--- config.mk ---
export PLATFORM = sky130hd
export DESIGN_NAME = small_language_tokenizer_top_flat
export DESIGN_NICKNAME = d
export VERILOG_FILES = /design/src/rtl/slt_pkg.sv /design/src/rtl/slt_channels.sv /design/src/rtl/small_language_tokenizer_top.sv /design/src/rtl/slt_scan.sv /design/src/rtl/slt_queue.sv /design/src/flat_wrapper.sv
export SDC_FILE = /design/constraint.sdc
export NUM_CORES = 1
export LEC_CHECK = 0
export BUFFER_PORTS_ARGS = -buffer_cell sky130_fd_sc_hd__buf_2
export CAP_MARGIN = 20
export CORE_ASPECT_RATIO = 1.2
export CORE_UTILIZATION = 35
export CTS_CLUSTER_DIAMETER = 120
export CTS_CLUSTER_SIZE = 14
export DETAILED_ROUTE_END_ITERATION = 8
export HOLD_SLACK_MARGIN = 0.1
export PLACE_DENSITY = 0.52
export SLEW_MARGIN = 20
export SYNTH_ARGS = -nofsm -noshare
export SYNTH_HDL_FRONTEND = slang
export SYNTH_SLANG_ARGS = --single-unit
--- constraint.sdc ---
create_clock -name clk -period 4.1 [get_ports clk]
set_input_delay 0.82 -clock clk [delete_from_list [all_inputs] [get_ports clk]]
set_output_delay 0.82 -clock clk [all_outputs]
set_load 0.02 [all_outputs]
--- src/rtl/slt_pkg.sv ---
`default_nettype none
// ----------------------------------------------------------------------------
// Tokeniser package
// Shared widths, token kind codes and the structures that pass between the
// scanner, the result queue and the channel interfaces.
// ----------------------------------------------------------------------------
package slt_pkg;

    localparam int CHAR_W   = 8;
    localparam int KIND_W   = 5;
    localparam int COUNT_W  = 16;

    // Default number of word characters kept for keyword matching.
    localparam int SLT_MAX_KEYWORD_LEN = 8;

    // Result queue depth; a power of two of at least two.
    localparam int SLT_QUEUE_DEPTH = 4;

    // Token kinds. Keywords take the codes 0 to 6 in table order.
    localparam logic [KIND_W-1:0] KIND_IDENT  = 5'd7;
    localparam logic [KIND_W-1:0] KIND_INT    = 5'd8;
    localparam logic [KIND_W-1:0] KIND_STRING = 5'd9;
    localparam logic [KIND_W-1:0] KIND_PLUS   = 5'd10;
    localparam logic [KIND_W-1:0] KIND_MINUS  = 5'd11;
    localparam logic [KIND_W-1:0] KIND_STAR   = 5'd12;
    localparam logic [KIND_W-1:0] KIND_SLASH  = 5'd13;
    localparam logic [KIND_W-1:0] KIND_ASSIGN = 5'd14;
    localparam logic [KIND_W-1:0] KIND_EQ     = 5'd15;
    localparam logic [KIND_W-1:0] KIND_NE     = 5'd16;
    localparam logic [KIND_W-1:0] KIND_LT     = 5'd17;
    localparam logic [KIND_W-1:0] KIND_LE     = 5'd18;
    localparam logic [KIND_W-1:0] KIND_GT     = 5'd19;
    localparam logic [KIND_W-1:0] KIND_GE     = 5'd20;
    localparam logic [KIND_W-1:0] KIND_AND    = 5'd21;
    localparam logic [KIND_W-1:0] KIND_OR     = 5'd22;
    localparam logic [KIND_W-1:0] KIND_LPAREN = 5'd23;
    localparam logic [KIND_W-1:0] KIND_RPAREN = 5'd24;
    localparam logic [KIND_W-1:0] KIND_LBRACE = 5'd25;
    localparam logic [KIND_W-1:0] KIND_RBRACE = 5'd26;
    localparam logic [KIND_W-1:0] KIND_COMMA  = 5'd27;
    localparam logic [KIND_W-1:0] KIND_SEMI   = 5'd28;
    localparam logic [KIND_W-1:0] KIND_END    = 5'd29;
    localparam logic [KIND_W-1:0] KIND_ERROR  = 5'd30;

    typedef struct packed {
        logic [KIND_W-1:0]  kind;
        logic [COUNT_W-1:0] line;
        logic [COUNT_W-1:0] column;
        logic [COUNT_W-1:0] length;
        logic               last;
    } slt_token_t;

    // Tokens produced by one character, packed to the front.
    typedef struct packed {
        logic [1:0] count;
        slt_token_t first;
        slt_token_t second;
    } slt_emit_t;

endpackage
`default_nettype wire

--- src/rtl/slt_channels.sv ---
`default_nettype none
// ----------------------------------------------------------------------------
// Tokeniser channel interfaces
// Valid/ready channels for source characters and for result tokens.
// ----------------------------------------------------------------------------
interface slt_char_if;
    import slt_pkg::*;

    logic              valid;
    logic              ready;
    logic [CHAR_W-1:0] char_in;

    modport source (output valid, output char_in, input ready);
    modport sink   (input valid, input char_in, output ready);
endinterface

interface slt_token_if;
    import slt_pkg::*;

    logic               valid;
    logic               ready;
    logic [KIND_W-1:0]  token_kind;
    logic [COUNT_W-1:0] token_line;
    logic [COUNT_W-1:0] token_column;
    logic [COUNT_W-1:0] lexeme_length;
    logic               last_of_run;

    modport source (output valid, output token_kind, output token_line,
                    output token_column, output lexeme_length,
                    output last_of_run, input ready);
    modport sink   (input valid, input token_kind, input token_line,
                    input token_column, input lexeme_length,
                    input last_of_run, output ready);
endinterface
`default_nettype wire

--- src/rtl/small_language_tokenizer_top.sv ---
`default_nettype none
// ----------------------------------------------------------------------------
// Small language tokeniser
// Character-at-a-time lexer with maximal munch, emitting kind, position and
// lexeme length for each token.
// ----------------------------------------------------------------------------
// The tokeniser takes one source character per clock cycle on the chars
// channel while the queue has room, and delivers tokens, one word per cycle
// while the receiver is ready, on the tokens channel. Each accepted character
// updates the scan mode, the lexeme length and the line and column counters,
// and the tokens it causes are written into a four-word result queue, which
// offers them on the output in order. A character is taken whenever the queue
// has room for two words, which is the most any one character can produce (a
// finished token plus an end marker or a stray character). With the output
// always ready the block sustains one character per cycle; a run of characters
// that each yield two tokens is limited by the single output word per cycle. A
// token carries the line and column of the character that caused it to be
// emitted, and last_of_run marks the final token from that character. Words
// longer than MAX_KEYWORD_LEN characters are always identifiers; lengths and
// counters stick at their maximum. There is no start-up sweep: the block is
// ready as soon as reset is released.
// ----------------------------------------------------------------------------
module small_language_tokenizer_top #(
    parameter int MAX_KEYWORD_LEN = slt_pkg::SLT_MAX_KEYWORD_LEN
) (
    input  logic         clk,
    input  logic         rst_n,
    slt_char_if.sink     chars,
    slt_token_if.source  tokens
);
    import slt_pkg::*;

    logic      room;
    logic      accept;
    slt_emit_t emit;

    assign chars.ready = room;
    assign accept      = chars.valid && room;

    // Scan state and token recognition.
    slt_scan #(
        .MAX_KEYWORD_LEN (MAX_KEYWORD_LEN)
    ) u_scan (
        .clk     (clk),
        .rst_n   (rst_n),
        .accept  (accept),
        .char_in (chars.char_in),
        .emit    (emit)
    );

    // Result queue decoupling the output handshake from the scanner.
    slt_queue u_queue (
        .clk    (clk),
        .rst_n  (rst_n),
        .push   (emit),
        .room   (room),
        .tokens (tokens)
    );

endmodule
`default_nettype wire

--- src/rtl/slt_scan.sv ---
`default_nettype none
// ----------------------------------------------------------------------------
// Tokeniser scanner
// Scan mode, lexeme state and position counters, updated once per accepted
// character; produces the zero, one or two tokens that character causes.
// ----------------------------------------------------------------------------
module slt_scan #(
    parameter int MAX_KEYWORD_LEN = slt_pkg::SLT_MAX_KEYWORD_LEN
) (
    input  logic                      clk,
    input  logic                      rst_n,
    input  logic                      accept,
    input  logic [slt_pkg::CHAR_W-1:0] char_in,
    output slt_pkg::slt_emit_t         emit
);
    import slt_pkg::*;

    localparam int IDX_W       = (MAX_KEYWORD_LEN > 1) ? $clog2(MAX_KEYWORD_LEN) : 1;
    localparam int KW_COUNT    = 7;
    localparam int KW_TEXT_MAX = 8;

    localparam logic [CHAR_W-1:0] CH_NL    = 8'd10;
    localparam logic [CHAR_W-1:0] CH_QUOTE = 8'd34;
    localparam logic [CHAR_W-1:0] CH_HASH  = 8'd35;

    localparam logic [CHAR_W-1:0] KW_TEXT [KW_COUNT][KW_TEXT_MAX] = '{
        '{"i", "f", 8'h00, 8'h00, 8'h00, 8'h00, 8'h00, 8'h00},
        '{"e", "l", "s", "e", 8'h00, 8'h00, 8'h00, 8'h00},
        '{"w", "h", "i", "l", "e", 8'h00, 8'h00, 8'h00},
        '{"f", "u", "n", "c", "t", "i", "o", "n"},
        '{"v", "a", "r", 8'h00, 8'h00, 8'h00, 8'h00, 8'h00},
        '{"p", "r", "i", "n", "t", "f", 8'h00, 8'h00},
        '{"r", "e", "t", "u", "r", "n", 8'h00, 8'h00}
    };
    localparam logic [3:0] KW_LEN [KW_COUNT] = '{4'd2, 4'd4, 4'd5, 4'd8, 4'd3, 4'd6, 4'd6};

    typedef enum logic [6:0] {
        MODE_IDLE    = 7'b0000001,
        MODE_WORD    = 7'b0000010,
        MODE_NUM     = 7'b0000100,
        MODE_STR     = 7'b0001000,
        MODE_STRDONE = 7'b0010000,
        MODE_OPER    = 7'b0100000,
        MODE_PUNCT   = 7'b1000000
    } slt_mode_t;

    function automatic logic [COUNT_W-1:0] sat_inc(input logic [COUNT_W-1:0] v);
        sat_inc = (v == '1) ? v : v + COUNT_W'(1);
    endfunction

    function automatic logic is_space(input logic [CHAR_W-1:0] c);
        is_space = (c == 8'd32) || (c >= 8'd9 && c <= 8'd13);
    endfunction

    function automatic logic is_digit(input logic [CHAR_W-1:0] c);
        is_digit = (c >= "0") && (c <= "9");
    endfunction

    function automatic logic is_alpha(input logic [CHAR_W-1:0] c);
        is_alpha = (c >= "A" && c <= "Z") || (c >= "a" && c <= "z");
    endfunction

    function automatic logic is_punct(input logic [CHAR_W-1:0] c);
        is_punct = (c >= 8'd33 && c <= 8'd47) || (c >= 8'd58 && c <= 8'd64) ||
                   (c >= 8'd91 && c <= 8'd96) || (c >= 8'd123 && c <= 8'd126);
    endfunction

    function automatic logic [KIND_W-1:0] oper_kind(input logic [COUNT_W-1:0] len,
                                                   input logic [CHAR_W-1:0]  c0,
                                                   input logic [CHAR_W-1:0]  c1);
        logic [KIND_W-1:0] k;
        k = KIND_ERROR;
        if (len == COUNT_W'(1))
        begin
            unique case (c0)
                "+":     k = KIND_PLUS;
                "-":     k = KIND_MINUS;
                "*":     k = KIND_STAR;
                "/":     k = KIND_SLASH;
                "=":     k = KIND_ASSIGN;
                "<":     k = KIND_LT;
                ">":     k = KIND_GT;
                default: k = KIND_ERROR;
            endcase
        end
        else if (len == COUNT_W'(2))
        begin
            unique case ({c0, c1})
                "==":    k = KIND_EQ;
                "!=":    k = KIND_NE;
                "<=":    k = KIND_LE;
                ">=":    k = KIND_GE;
                "&&":    k = KIND_AND;
                "||":    k = KIND_OR;
                default: k = KIND_ERROR;
            endcase
        end
        oper_kind = k;
    endfunction

    function automatic logic [KIND_W-1:0] punct_kind(input logic [CHAR_W-1:0] c);
        logic [KIND_W-1:0] k;
        unique case (c)
            "(":     k = KIND_LPAREN;
            ")":     k = KIND_RPAREN;
            "{":     k = KIND_LBRACE;
            "}":     k = KIND_RBRACE;
            ",":     k = KIND_COMMA;
            ";":     k = KIND_SEMI;
            default: k = KIND_ERROR;
        endcase
        punct_kind = k;
    endfunction

    slt_mode_t          mode_reg, mode_next;
    logic               overlong_reg, overlong_next;
    logic [KIND_W-1:0]  pend_punct_reg, pend_punct_next;
    logic [COUNT_W-1:0] len_reg, len_next;
    logic [COUNT_W-1:0] line_reg, line_next;
    logic [COUNT_W-1:0] col_reg, col_next;
    logic               after_nl_reg, after_nl_next;
    logic [CHAR_W-1:0]  op0_reg, op0_next;
    logic [CHAR_W-1:0]  op1_reg, op1_next;
    logic [CHAR_W-1:0]  word_reg [MAX_KEYWORD_LEN];

    logic               word_we;
    logic [IDX_W-1:0]   word_idx;
    logic [COUNT_W-1:0] line_now;
    logic [COUNT_W-1:0] col_now;
    logic [KIND_W-1:0]  word_kind;
    logic               kw_hit;
    logic               restart;
    logic               e0_valid, e1_valid;
    logic [KIND_W-1:0]  e0_kind, e1_kind;
    logic [COUNT_W-1:0] e0_len;
    slt_token_t         tok0, tok1;

    // Keyword lookup over the kept word characters.
    always_comb
    begin
        word_kind = KIND_IDENT;
        if (!overlong_reg)
        begin
            for (int k = KW_COUNT - 1; k >= 0; k--)
            begin
                kw_hit = (len_reg == COUNT_W'(KW_LEN[k]));
                for (int j = 0; j < KW_TEXT_MAX; j++)
                begin
                    if (j < int'(KW_LEN[k]) && word_reg[j] != KW_TEXT[k][j])
                        kw_hit = 1'b0;
                end
                if (kw_hit)
                    word_kind = KIND_W'(k);
            end
        end
        kw_hit = 1'b0;
    end

    always_comb
    begin
        mode_next       = mode_reg;
        overlong_next   = overlong_reg;
        pend_punct_next = pend_punct_reg;
        len_next        = len_reg;
        line_next       = line_reg;
        col_next        = col_reg;
        after_nl_next   = after_nl_reg;
        op0_next        = op0_reg;
        op1_next        = op1_reg;
        word_we         = 1'b0;
        word_idx        = len_reg[IDX_W-1:0];
        restart         = 1'b0;
        e0_valid        = 1'b0;
        e0_kind         = KIND_ERROR;
        e0_len          = len_reg;
        e1_valid        = 1'b0;
        e1_kind         = KIND_ERROR;

        line_now = after_nl_reg ? sat_inc(line_reg) : line_reg;
        col_now  = after_nl_reg ? COUNT_W'(1) : sat_inc(col_reg);

        if (accept)
        begin
            line_next     = line_now;
            col_next      = col_now;
            after_nl_next = (char_in == CH_NL);

            unique case (mode_reg)
                MODE_WORD:
                begin
                    if (is_alpha(char_in) || is_digit(char_in))
                    begin
                        if (len_reg < COUNT_W'(MAX_KEYWORD_LEN))
                            word_we = 1'b1;
                        else
                            overlong_next = 1'b1;
                        len_next = sat_inc(len_reg);
                    end
                    else
                    begin
                        e0_valid = 1'b1;
                        e0_kind  = word_kind;
                        restart  = 1'b1;
                    end
                end
                MODE_NUM:
                begin
                    if (is_digit(char_in))
                        len_next = sat_inc(len_reg);
                    else
                    begin
                        e0_valid = 1'b1;
                        e0_kind  = KIND_INT;
                        restart  = 1'b1;
                    end
                end
                MODE_STR:
                begin
                    // A newline inside a string counts twice.
                    len_next = after_nl_reg ? sat_inc(sat_inc(len_reg)) : sat_inc(len_reg);
                    if (char_in == CH_QUOTE)
                        mode_next = MODE_STRDONE;
                end
                MODE_STRDONE:
                begin
                    e0_valid = 1'b1;
                    e0_kind  = KIND_STRING;
                    restart  = 1'b1;
                end
                MODE_OPER:
                begin
                    if (is_punct(char_in) && char_in != CH_HASH)
                    begin
                        if (len_reg == COUNT_W'(1))
                            op1_next = char_in;
                        len_next = sat_inc(len_reg);
                    end
                    else
                    begin
                        e0_valid = 1'b1;
                        e0_kind  = oper_kind(len_reg, op0_reg, op1_reg);
                        restart  = 1'b1;
                    end
                end
                MODE_PUNCT:
                begin
                    e0_valid = 1'b1;
                    e0_kind  = pend_punct_reg;
                    e0_len   = COUNT_W'(1);
                    restart  = 1'b1;
                end
                default:
                begin
                    restart = 1'b1;
                end
            endcase

            if (restart)
            begin
                mode_next = MODE_IDLE;
                priority if (is_space(char_in))
                begin
                    mode_next = MODE_IDLE;
                end
                else if (is_alpha(char_in))
                begin
                    mode_next     = MODE_WORD;
                    word_we       = 1'b1;
                    word_idx      = '0;
                    overlong_next = 1'b0;
                    len_next      = COUNT_W'(1);
                end
                else if (is_digit(char_in))
                begin
                    mode_next = MODE_NUM;
                    len_next  = COUNT_W'(1);
                end
                else if (char_in == CH_HASH)
                begin
                    e1_valid = 1'b1;
                    e1_kind  = KIND_END;
                end
                else if (char_in == CH_QUOTE)
                begin
                    mode_next = MODE_STR;
                    len_next  = COUNT_W'(1);
                end
                else if (is_punct(char_in))
                begin
                    len_next = COUNT_W'(1);
                    if (punct_kind(char_in) != KIND_ERROR)
                    begin
                        mode_next       = MODE_PUNCT;
                        pend_punct_next = punct_kind(char_in);
                    end
                    else
                    begin
                        mode_next = MODE_OPER;
                        op0_next  = char_in;
                    end
                end
                else
                begin
                    e1_valid = 1'b1;
                    e1_kind  = KIND_ERROR;
                end
            end
        end
    end

    // Pack the tokens of this character to the front of the group.
    always_comb
    begin
        tok0.kind   = e0_kind;
        tok0.line   = line_now;
        tok0.column = col_now;
        tok0.length = e0_len;
        tok0.last   = !e1_valid;
        tok1.kind   = e1_kind;
        tok1.line   = line_now;
        tok1.column = col_now;
        tok1.length = COUNT_W'(1);
        tok1.last   = 1'b1;

        emit.count  = 2'(e0_valid) + 2'(e1_valid);
        emit.first  = e0_valid ? tok0 : tok1;
        emit.second = tok1;
    end

    always_ff @(posedge clk or negedge rst_n)
    begin
        if (!rst_n)
        begin
            mode_reg       <= MODE_IDLE;
            overlong_reg   <= 1'b0;
            pend_punct_reg <= '0;
            len_reg        <= '0;
            line_reg       <= '0;
            col_reg        <= '0;
            after_nl_reg   <= 1'b0;
        end
        else
        begin
            mode_reg       <= mode_next;
            overlong_reg   <= overlong_next;
            pend_punct_reg <= pend_punct_next;
            len_reg        <= len_next;
            line_reg       <= line_next;
            col_reg        <= col_next;
            after_nl_reg   <= after_nl_next;
        end
    end

    always_ff @(posedge clk)
    begin
        op0_reg <= op0_next;
        op1_reg <= op1_next;
        if (word_we)
            word_reg[word_idx] <= char_in;
    end

endmodule
`default_nettype wire

--- src/rtl/slt_queue.sv ---
`default_nettype none
// ----------------------------------------------------------------------------
// Tokeniser result queue
// Small queue that takes up to two tokens a cycle and hands out one word a
// cycle on the token channel while its receiver is ready.
// ----------------------------------------------------------------------------
module slt_queue (
    input  logic               clk,
    input  logic               rst_n,
    input  slt_pkg::slt_emit_t push,
    output logic               room,
    slt_token_if.source        tokens
);
    import slt_pkg::*;

    localparam int PTR_W = $clog2(SLT_QUEUE_DEPTH);
    localparam int CNT_W = $clog2(SLT_QUEUE_DEPTH + 1);

    slt_token_t         entry_reg [SLT_QUEUE_DEPTH];
    logic [PTR_W-1:0]   wr_ptr_reg, wr_ptr_next;
    logic [PTR_W-1:0]   rd_ptr_reg, rd_ptr_next;
    logic [CNT_W-1:0]   cnt_reg, cnt_next;
    logic               pop;
    slt_token_t         head;

    // Room for two tokens is needed before a character can be taken.
    assign room = (cnt_reg <= CNT_W'(SLT_QUEUE_DEPTH - 2));
    assign pop  = tokens.valid && tokens.ready;
    assign head = entry_reg[rd_ptr_reg];

    assign tokens.valid         = (cnt_reg != '0);
    assign tokens.token_kind    = head.kind;
    assign tokens.token_line    = head.line;
    assign tokens.token_column  = head.column;
    assign tokens.lexeme_length = head.length;
    assign tokens.last_of_run   = head.last;

    always_comb
    begin
        wr_ptr_next = wr_ptr_reg + PTR_W'(push.count);
        rd_ptr_next = rd_ptr_reg + PTR_W'(pop);
        cnt_next    = cnt_reg + CNT_W'(push.count) - CNT_W'(pop);
    end

    always_ff @(posedge clk or negedge rst_n)
    begin
        if (!rst_n)
        begin
            wr_ptr_reg <= '0;
            rd_ptr_reg <= '0;
            cnt_reg    <= '0;
        end
        else
        begin
            wr_ptr_reg <= wr_ptr_next;
            rd_ptr_reg <= rd_ptr_next;
            cnt_reg    <= cnt_next;
        end
    end

    always_ff @(posedge clk)
    begin
        if (push.count != 2'd0)
            entry_reg[wr_ptr_reg] <= push.first;
        if (push.count == 2'd2)
            entry_reg[wr_ptr_reg + PTR_W'(1)] <= push.second;
    end

endmodule
`default_nettype wire
--- src/flat_wrapper.sv ---
// flat-port wrapper written by rule: the top's interface ports become plain ports
module small_language_tokenizer_top_flat import slt_pkg::*;
#(
    parameter int MAX_KEYWORD_LEN = slt_pkg::SLT_MAX_KEYWORD_LEN
)
  (clk, rst_n, chars_valid, chars_char_in, chars_ready, tokens_valid, tokens_token_kind, tokens_token_line, tokens_token_column, tokens_lexeme_length, tokens_last_of_run, tokens_ready);
  slt_char_if chars_i ();
  slt_token_if tokens_i ();
  input  logic clk;
  input  logic rst_n;
  input wire logic [$bits(chars_i.valid)-1:0] chars_valid;
  input wire logic [$bits(chars_i.char_in)-1:0] chars_char_in;
  output wire logic [$bits(chars_i.ready)-1:0] chars_ready;
  output wire logic [$bits(tokens_i.valid)-1:0] tokens_valid;
  output wire logic [$bits(tokens_i.token_kind)-1:0] tokens_token_kind;
  output wire logic [$bits(tokens_i.token_line)-1:0] tokens_token_line;
  output wire logic [$bits(tokens_i.token_column)-1:0] tokens_token_column;
  output wire logic [$bits(tokens_i.lexeme_length)-1:0] tokens_lexeme_length;
  output wire logic [$bits(tokens_i.last_of_run)-1:0] tokens_last_of_run;
  input wire logic [$bits(tokens_i.ready)-1:0] tokens_ready;
  assign chars_i.valid = chars_valid;
  assign chars_i.char_in = chars_char_in;
  assign chars_ready = chars_i.ready;
  assign tokens_valid = tokens_i.valid;
  assign tokens_token_kind = tokens_i.token_kind;
  assign tokens_token_line = tokens_i.token_line;
  assign tokens_token_column = tokens_i.token_column;
  assign tokens_lexeme_length = tokens_i.lexeme_length;
  assign tokens_last_of_run = tokens_i.last_of_run;
  assign tokens_i.ready = tokens_ready;
  small_language_tokenizer_top #(.MAX_KEYWORD_LEN(MAX_KEYWORD_LEN)) u_core (.clk(clk), .rst_n(rst_n), .chars(chars_i), .tokens(tokens_i));
endmodule
==> results.json <==
{
  "outcome": "complete, no violations",
  "instances_no_fill": 2279,
  "cp_slowest_cell": "or3_1",
  "via_per_inst": 5.55,
  "synth.area.top_cells": "edfxtp_1 37%, dfrtp_1 9.7%, dfxtp_1 9.2%",
  "largest_reg_flops": 216,
  "clk_path_buf_depth": 3,
  "slowest_delay_ns": 0.45,
  "port_buffers": 67,
  "synth_warnings": 0,
  "grt_overflow": 0,
  "post-route-drc-count": 0,
  "regToRegSetupSlack_ns": 0.20,
  "h-tree-depth": 1,
  "antenna_found_initial": 0,
  "fin_util_pct": 40.5,
  "nets": 1646,
  "dp_hpwl_mm": 31.4,
  "ys_seq_area_share_pct": 56.2,
  "intPower_mw": 7.02,
  "dp_slack_ns": -0.0165,
  "hold_buffers": 0,
  "hold_violations": 0,
  "cts_setup_buffers": 0,
  "ant_nets": 0,
  "crit_path_max_fanout": 5,
  "crit_arrival_ns": 4.40,
  "grt_pass1_wl_mm": 73.5,
  "vias": 12600,
  "synth_top_area_share_pct": 37.2,
  "required_ns": 4.60,
  "vdd_drop_max_mv": 0.320,
  "drive_gt1_share_pct": 17.2,
  "holdWs_ns": 0.290,
  "cap_violations": 0,
  "rr_endpoint": "u_core.u_queue.cnt_reg[2]",
  "core_area_um2": 49200,
  "worst_pin_slew_ns": 0.921,
  "numCtsBuffers": 30,
  "pin_count": 68,
  "r2r_cells": 15,
  "fin_worst_skew_ns": 0.0256,
  "comb_power_share_pct": 32.1,
  "clk_latency_ns": 0.59,
  "cts_root_buf": "clkbuf_16",
  "fin_crit_ns": 3.90,
  "synthArstFlopShare_pct": 18.9,
  "crit_chain": "or3_1 > or3_1 > a211oi_1 > o21ai_1 > o21ai_4 > o211ai_1 > nor3_2 > buf_4 > ha_1 > inv_1 > ha_1 > inv_1 > fa_1 > xnor2_1 > xnor2_1",
  "die_area_um2": 50800,
  "p_clk_share_pct": 25.4,
  "end_kind": "flop",
  "synth_nets": 1564,
  "synth_area_um2": 17500,
  "r2r-start": "u_core.u_scan.mode_reg[4]",
  "initialDrtViolationCount": 847,
  "rows": 89,
  "place_inst": 2223,
  "grt_max_degree": 70,
  "first_pass_iters": 5,
  "synth_seq_cells": 365,
  "grt.total_usage_pct": 18.5,
  "setup_ws_ns": 0.200,
  "hp-class": "input port to async pin",
  "ys_types": 81,
  "path_class": "flop to flop",
  "die_y_um": 247,
  "clk_pin_slew_ns": 0.07,
  "fp.dieW_um": 206,
  "syn_area_per_cell_um2": 11.4,
  "initial_utilization_pct": 35.5,
  "setup_violations": 0,
  "first_global_vias": 12800,
  "fmax_ghz": 0.256,
  "wl_per_cell_um": 20.4,
  "finalWeightedCongestion": 0.876,
  "p_sw_share_pct": 34.7,
  "clkSinkCount": 365,
  "synthCells": 1536,
  "rsz0062_at_grt": "false",
  "area_growth_pct": 14.1,
  "p_leak_nw": 6.96,
  "diodes": 0,
  "synth-edff-count": 216,
  "synth-main-ff-cell": "edfxtp_1",
  "maxSlewViolCount": 0,
  "p_sw_mw": 3.73,
  "cts_tree": "built",
  "synth_area_leader_cell": "edfxtp_1",
  "power_per_cell_area_nw_per_um2": 540,
  "cts_resized": 0,
  "relSlewSlack_pct": 37.0,
  "crit_buf_inv": 3,
  "cp_top_family": "simple AND/OR/NAND/NOR gates",
  "seqPwrFrac_pct": 42.5,
  "worstSetupStartpointType": "flop",
  "min_period_over_period_pct": 95.1,
  "drt-total-wl_mm": 46.4
}
[Yosys cell counts, types with 9 or more instances]
| cell type | number |
|---|---|
| a21o_1 | 14 |
| a21oi_1 | 60 |
| a22o_1 | 62 |
| a31oi_1 | 13 |
| and2_1 | 11 |
| and3_1 | 18 |
| buf_1 | 9 |
| clkbuf_1 | 81 |
| dfrtp_1 | 68 |
| dfxtp_1 | 80 |
| edfxtp_1 | 216 |
| ha_1 | 15 |
| inv_1 | 24 |
| mux2i_1 | 14 |
| mux4_2 | 54 |
| nand2_1 | 108 |
| nand2b_1 | 26 |
| nand3_1 | 46 |
| nand4_1 | 20 |
| nand4b_1 | 13 |
| nor2_1 | 204 |
| nor2b_1 | 12 |
| nor3_1 | 64 |
| nor4_1 | 23 |
| o21ai_0 | 49 |
| o21ai_1 | 12 |
| o22ai_1 | 12 |
| or3_1 | 11 |
| or4_1 | 11 |
| xnor2_1 | 27 |
| xor2_1 | 22 |
[layout by cell type (no fill, tap or decap), types with 14 or more instances in the layout]
cell type | synthesis | final
dfxtp_1 | 80 | 80
nand2b_1 | 26 | 26
nand4_1 | 20 | 20
o21ai_0 | 49 | 49
ha_1 | 15 | 14
nand3_1 | 46 | 46
a22o_1 | 62 | 62
nor2_1 | 204 | 204
inv_1 | 24 | 20
mux4_2 | 54 | 54
mux2i_1 | 14 | 14
a21o_1 | 14 | 14
clkbuf_16 | 0 | 31
buf_4 | 2 | 72
xor2_1 | 22 | 22
a21oi_1 | 60 | 58
buf_2 | 8 | 66
and3_1 | 18 | 18
clkbuf_1 | 81 | 23
nand2_1 | 108 | 105
xnor2_1 | 27 | 27
nor4_1 | 23 | 22
nor3_1 | 64 | 62
edfxtp_1 | 216 | 216
dfrtp_1 | 68 | 66
[final cells by class]
class                           count  area [um^2]
Clock inverter                      1         16.3
Sequential cell                   365         9820
Multi-Input combinational cell   1045         7210
Timing Repair Buffer              150         1100
Tap cell                          637          797
Fill cell                        4754        29300
Inverter                           26          109
Clock buffer                       55          867
[metrics by stage]
stage | setup TNS, ns | instance area [um^2] | total power [mW]
2_1_floorplan | 0 | 17500 | 6.93
3_3_place_gp | 0 | 19000 | 8.12
3_5_place_dp | -0.0328 | 19000 | 8.16
4_1_cts | 0 | 19900 | 10.9
5_1_grt | 0 | 19900 | 11.4
6_report | 0 | 19900 | 10.8
[metal layers]
layer  vias to the layer above  part of all wire [%]  global-route usage [%]
met2                       308                    51                    32.9
met4                         0                   2.4                    5.32
met5                         -                     0                       0
met1                      6316                    43                    23.8
met3                        77                   3.6                    1.76
li1                       5948                     -                       -
[worst max-delay path by stage]
| stage | startpoint | endpoint | slack [ns] | cells after the start |
|---|---|---|---|---|
| finish | u_core.u_scan.mode_reg[4] | u_core.u_queue.cnt_reg[2] | 0.20 | 15 |
| floorplan | chars_char_in[0] | u_core.u_queue.entry_reg[2][17] | 0.01 | 14 |
| global route | u_core.u_scan.mode_reg[4] | u_core.u_queue.cnt_reg[2] | 0.05 | 15 |
| global placement | chars_char_in[7] | u_core.u_queue.cnt_reg[2] | 0.03 | 16 |
| CTS | u_core.u_scan.mode_reg[4] | u_core.u_queue.cnt_reg[2] | 0.20 | 15 |
| detailed placement | chars_char_in[0] | u_core.u_queue.cnt_reg[2] | -0.02 | 16 |
[worst reg2reg max path, stage by stage (launching register included)]
cell	delay [ns]
dfrtp_1	0.42
or3_1	0.45
or3_1	0.40
a211oi_1	0.26
o21ai_1	0.18
o21ai_4	0.10
o211ai_1	0.14
nor3_2	0.30
buf_4	0.17
ha_1	0.25
inv_1	0.07
ha_1	0.27
inv_1	0.05
fa_1	0.43
xnor2_1	0.20
xnor2_1	0.13
[power by group through the flow]
stage                     clock network [mW]  logic (mW)  registers [mW]
final                                   2.73        3.46            4.57
after global routing                    2.95        3.78            4.62
after CTS                               2.82        3.51            4.58
after detailed placement                   0        3.50            4.66
after global placement                     0        3.48            4.64
after floorplan                            0        2.47            4.46
[logic make-up after synthesis]
kind of cell,Yosys count,synth area share [%]
adders and majority gates,16,1.19
buffers and inverters,126,2.81
DFF,365,56.2
xor gates and xnor gates,49,2.46
AOI/OAI and AO/OA,292,11.5
and+or+nand+nor,614,17.6
muxes,74,8.16
Note: power is estimated with default switching activity, not from simulation.
